### src/sv/fbm_pkg.sv
// ----------------------------------------------------------------------------
// fbm_pkg: shared types and constants for the fractal value noise block
// sequencer state encoding and fixed-point constants
// ----------------------------------------------------------------------------
package fbm_pkg;

    localparam int unsigned NOISE_W = 17;   // q1.16 noise value
    localparam int unsigned CFG_W   = 16;   // widest config register
    localparam int unsigned IDX_W   = 2;    // config register index

    // config register indexes
    localparam logic [IDX_W-1:0] REG_OCTAVE_COUNT = 2'd0;
    localparam logic [IDX_W-1:0] REG_LACUNARITY   = 2'd1;
    localparam logic [IDX_W-1:0] REG_GAIN         = 2'd2;

    // hash constants
    localparam logic [31:0] HASH_MX = 32'd1619;
    localparam logic [31:0] HASH_MY = 32'd31337;
    localparam logic [31:0] HASH_M2 = 32'd15731;
    localparam logic [31:0] HASH_A1 = 32'd789221;
    localparam logic [31:0] HASH_A2 = 32'd1376312589;
    localparam int unsigned HASH_SH = 13;

    localparam logic [16:0] ONE_Q16   = 17'd65536;
    localparam logic [17:0] THREE_Q16 = 18'd196608;
    localparam logic [31:0] FREQ_ONE  = 32'd4096;
    localparam logic [15:0] AMP_ONE   = 16'd32768;

    typedef enum logic [4:0] {
        ST_IDLE,
        ST_CX,
        ST_CY,
        ST_SX1,
        ST_SX2,
        ST_SY1,
        ST_SY2,
        ST_H0,
        ST_H1,
        ST_H2,
        ST_H3,
        ST_H4,
        ST_H5,
        ST_B0,
        ST_B1,
        ST_B2,
        ST_B3,
        ST_B4,
        ST_B5,
        ST_B6,
        ST_ACC,
        ST_NX,
        ST_NF,
        ST_DONE
    } t_seq_state;

endpackage

### src/sv/fbm_div_cell.sv
// ----------------------------------------------------------------------------
// fbm_div_cell: one restoring division step
// compares the remainder with the shifted divisor and hands both to the next cell
// ----------------------------------------------------------------------------
module fbm_div_cell #(
    parameter int unsigned SUM_W = 32
) (
    input  logic                        i_clk,
    input  logic                        i_rst_n,
    input  logic                        i_vld,
    input  logic [SUM_W-1:0]            i_rem,
    input  logic [SUM_W-1:0]            i_dsh,
    input  logic [fbm_pkg::NOISE_W-1:0] i_q,
    output logic                        o_vld,
    output logic [SUM_W-1:0]            o_rem,
    output logic [SUM_W-1:0]            o_dsh,
    output logic [fbm_pkg::NOISE_W-1:0] o_q
);
    import fbm_pkg::*;

    logic                 r_vld;
    logic [SUM_W-1:0]     r_rem;
    logic [SUM_W-1:0]     r_dsh;
    logic [NOISE_W-1:0]   r_q;
    logic                 n_bit;

    assign n_bit = (i_rem >= i_dsh);

    always_ff @(posedge i_clk) begin
        if (!i_rst_n) begin
            r_vld <= 1'b0;
        end else begin
            r_vld <= i_vld;
        end
    end

    always_ff @(posedge i_clk) begin
        r_rem <= n_bit ? (i_rem - i_dsh) : i_rem;
        r_dsh <= i_dsh >> 1;
        r_q   <= {i_q[NOISE_W-2:0], n_bit};
    end

    assign o_vld = r_vld;
    assign o_rem = r_rem;
    assign o_dsh = r_dsh;
    assign o_q   = r_q;

endmodule

### config.mk
export PLATFORM = sky130hd
export DESIGN_NAME = fbm_div_cell
export DESIGN_NICKNAME = d
export VERILOG_FILES = /design/src/sv/fbm_pkg.sv /design/src/sv/fbm_div_cell.sv
export SDC_FILE = /design/constraint.sdc
export NUM_CORES = 1
export LEC_CHECK = 0
export BUFFER_PORTS_ARGS = -buffer_cell sky130_fd_sc_hd__buf_2
export CAP_MARGIN = 10
export CORE_MARGIN = 2
export CORE_UTILIZATION = 48
export CTS_CLUSTER_SIZE = 40
export DETAILED_ROUTE_END_ITERATION = 8
export PLACE_DENSITY = 0.78
export SLEW_MARGIN = 40
export SYNTH_ARGS = -nofsm -noshare
export SYNTH_HDL_FRONTEND = slang
export SYNTH_SLANG_ARGS = --single-unit
### constraint.sdc
create_clock -name i_clk -period 3.6 [get_ports i_clk]
set_clock_uncertainty 0.15 [all_clocks]
set_input_delay 0.54 -clock i_clk [delete_from_list [all_inputs] [get_ports i_clk]]
set_output_delay 0.54 -clock i_clk [all_outputs]
set_load 0.01 [all_outputs]
==> out/qor.csv <==
metric,value,unit
Num Clock Sinks,81,
Min-Delay Path Class,in -> reg,
P_leak,2.52,nW
"Top FF cell, synth",dfxtp_1,
RSZ-0062 raised after global routing,false,
f_max,330,MHz
register area share after synthesis,41.1,%
initial antenna violation count,0,
final hold violation count,0,
synth top area cells,"dfxtp_1 41%, ha_1 10%, mux2_2 6.8%",
largest family of logic cells by synthesized area,compound AO/OA/AOI/OAI gates,
drt wl/cell,13.2,µm
Setup Crit Path Kind,in -> reg,
area delta synth->final,28.6,%
post-CTS setup buffer count,0,
MaxCap Viol Count,0,
CP max FO,11,
Final HPWL DP,7170,µm
Worst Setup SP,i_dsh[2],
CTS resizes,0,
via density per instance,5.09,
worst-margin pin slew,496,ps
pwr/cell area,466,nW/µm²
"Reg clk slew, reported paths",90,ps
hold worst-path end,o_q[8],
first-pass GRT wire length,14500,µm
Synth Area per Inst,9.75,µm²
Tmin final,3030,ps
Die Ht,94.7,µm
ant diodes,0,
slew margin rel.,66.5,%
full die area,8970,µm²
layout cells sized above 1,37.8,%
Final ANT Viol Nets,0,
CTS Buf Count,9,
GRT Overall Usage,20.5,%
Yosys top cell by area,dfxtp_1,
post-synthesis compound-gate area fraction,17.8,%
Final Setup Violations,0,
hold depth,1,
fraction of synthesized cell area in xor and xnor cells,6.21,%
Worst VDD drop,0.202,mV
"EDFF count, synth",0,
area share of and/or/nand/nor cells after synthesis,9.31,%
Yosys cell types,57,
Total Wirelength,8980,µm
crit start category,input pin,
multiplexer share of the synthesized area,9.06,%
register area,1620,µm²
setup_tns,0,ps
#FFs+latches synth,81,
vias in the first global route,3369,
largest net degree at the start of global routing,23,
"FFs w/ async S/R, synth",0,%
gpl congestion,0.867,
GRT Residual Overflow,0,
CTS root buf,clkbuf_8,
Setup crit end kind,register,
synthesized instance count,405,
YS warnings,0,
"Req. time, crit path",3710,ps
drc violations,0,
syn nets,522,
fillers,725,
CTS tree,done,
cell area after synthesis,3950,µm²
IO buf count,163,
nets,686,
post-place instance area,4870,µm²
Hold Path Origin,i_q[7],
area of the core,8090,µm²
final cycle utilization of the critical path,84.1,%
Multi-input gate area,2100,µm²
CTS Hold Buffers Added,0,
die width,94.7,µm
most frequent cell after synthesis,dfxtp_1,
Post-Layout Inst Area,5080,µm²
worst endpoint data arrival time,3140,ps
placement row count,33,
status,finished clean,
initial core utilization,48.8,%
Synth top area share,41.1,%
post-synthesis adder-cell area fraction,10.6,%
Slew Limit Fails,0,
DR iter-0 viols,77,
vias after detailed routing,3453,
H-tree Lvls,3,
Longest Clk Path Bufs,2,
IO Pins,166,
Commonest cells post-synth,"81 x dfxtp_1, 37 x inv_1, 32 x ha_1",
drt pass-1 iters,4,
total power,2.37,mW
## critical path, cell delays in order
cell and delay (ps):
buf_2 100, inv_1 40, ha_1 320, nor2b_1 160, o31a_1 300, o41ai_2 360
a21oi_2 120, o21ai_1 160, a21oi_1 120, a211oi_4 280, buf_4 260, mux2_2 350
## sequential cells by signal, summed over array words and instances, names as in the netlist
| register | count |
|---|---|
| o_dsh | 31 |
| o_q | 17 |
| o_rem | 32 |
| o_vld | 1 |
## routing by layer
metal | up-vias | routed length [µm] | track usage [%]
met5 | - | 0 | 0
met4 | 0 | 182 | 7.37
met3 | 18 | 638 | 7.10
met2 | 114 | 4430 | 35.8
met1 | 1571 | 3720 | 23.0
li1 | 1750 | - | -
## placed cells by master (no fill, tap or decap), types with 2 or more instances in the layout
| cell type | count |
|---|---|
| o21ai_0 | 15 |
| mux2i_1 | 2 |
| buf_4 | 6 |
| xnor2_1 | 18 |
| o41ai_1 | 2 |
| mux2_1 | 6 |
| nor4_1 | 2 |
| a211oi_1 | 4 |
| inv_6 | 3 |
| o211ai_1 | 6 |
| a21o_1 | 8 |
| nand2b_1 | 5 |
| o21a_1 | 6 |
| o21bai_1 | 5 |
| xor2_1 | 10 |
| inv_1 | 37 |
| buf_2 | 163 |
| and3_1 | 3 |
| nor2b_1 | 5 |
| ha_1 | 32 |
| o21ai_1 | 2 |
| nor2_1 | 17 |
| nand3_1 | 8 |
| nand4_1 | 7 |
| clkbuf_8 | 9 |
| and2_1 | 5 |
| mux2_2 | 24 |
| nand2_1 | 20 |
| a21oi_1 | 31 |
| dfxtp_1 | 81 |
## per-stage QoR
stage | instances | hold slack, ps | worst slack [ps] | utilization, %
after floorplan | 405 | 418 | 481 | -
after global placement | 663 | 492 | 189 | 60.2
after detailed placement | 663 | 494 | 187 | 60.2
after CTS | 679 | 103 | 571 | 62.8
after global routing | 679 | 92.2 | 392 | 62.8
final | 679 | 126 | 572 | 62.8
## cells by family (layout without fill, tap and decap cells)
family	after synthesis	after routing
xor+xnor	28	28
mux	32	32
compound gates	101	101
flops	81	81
buf+inv	54	223
other cells	1	1
simple gates	75	75
fa+ha+maj	33	33
## worst max path at each step
stage | end | cells past startpoint
after floorplan | o_rem[24] | 11
after global placement | o_rem[10] | 11
after detailed placement | o_rem[10] | 12
after CTS | o_rem[10] | 12
after global routing | o_rem[14] | 13
final | o_rem[10] | 12
## layout make-up
type                    instances  area share [%]
repair buffers                170            17.3
inverters                      37            2.73
multi-input cells             270            41.3
well taps                     105            2.59
clock inverters                 7            1.65
clock buffers                   9            2.44
flip-flops and latches         81            31.9
## report_power, final
part,total (mW),internal [mW],leakage (nW),switching (mW)
sequential,1.01,0.991,0.683,0.0197
clock,0.701,0.334,0.103,0.367
combinational,0.656,0.313,1.74,0.343
Note: power is estimated with default switching activity, not from simulation.
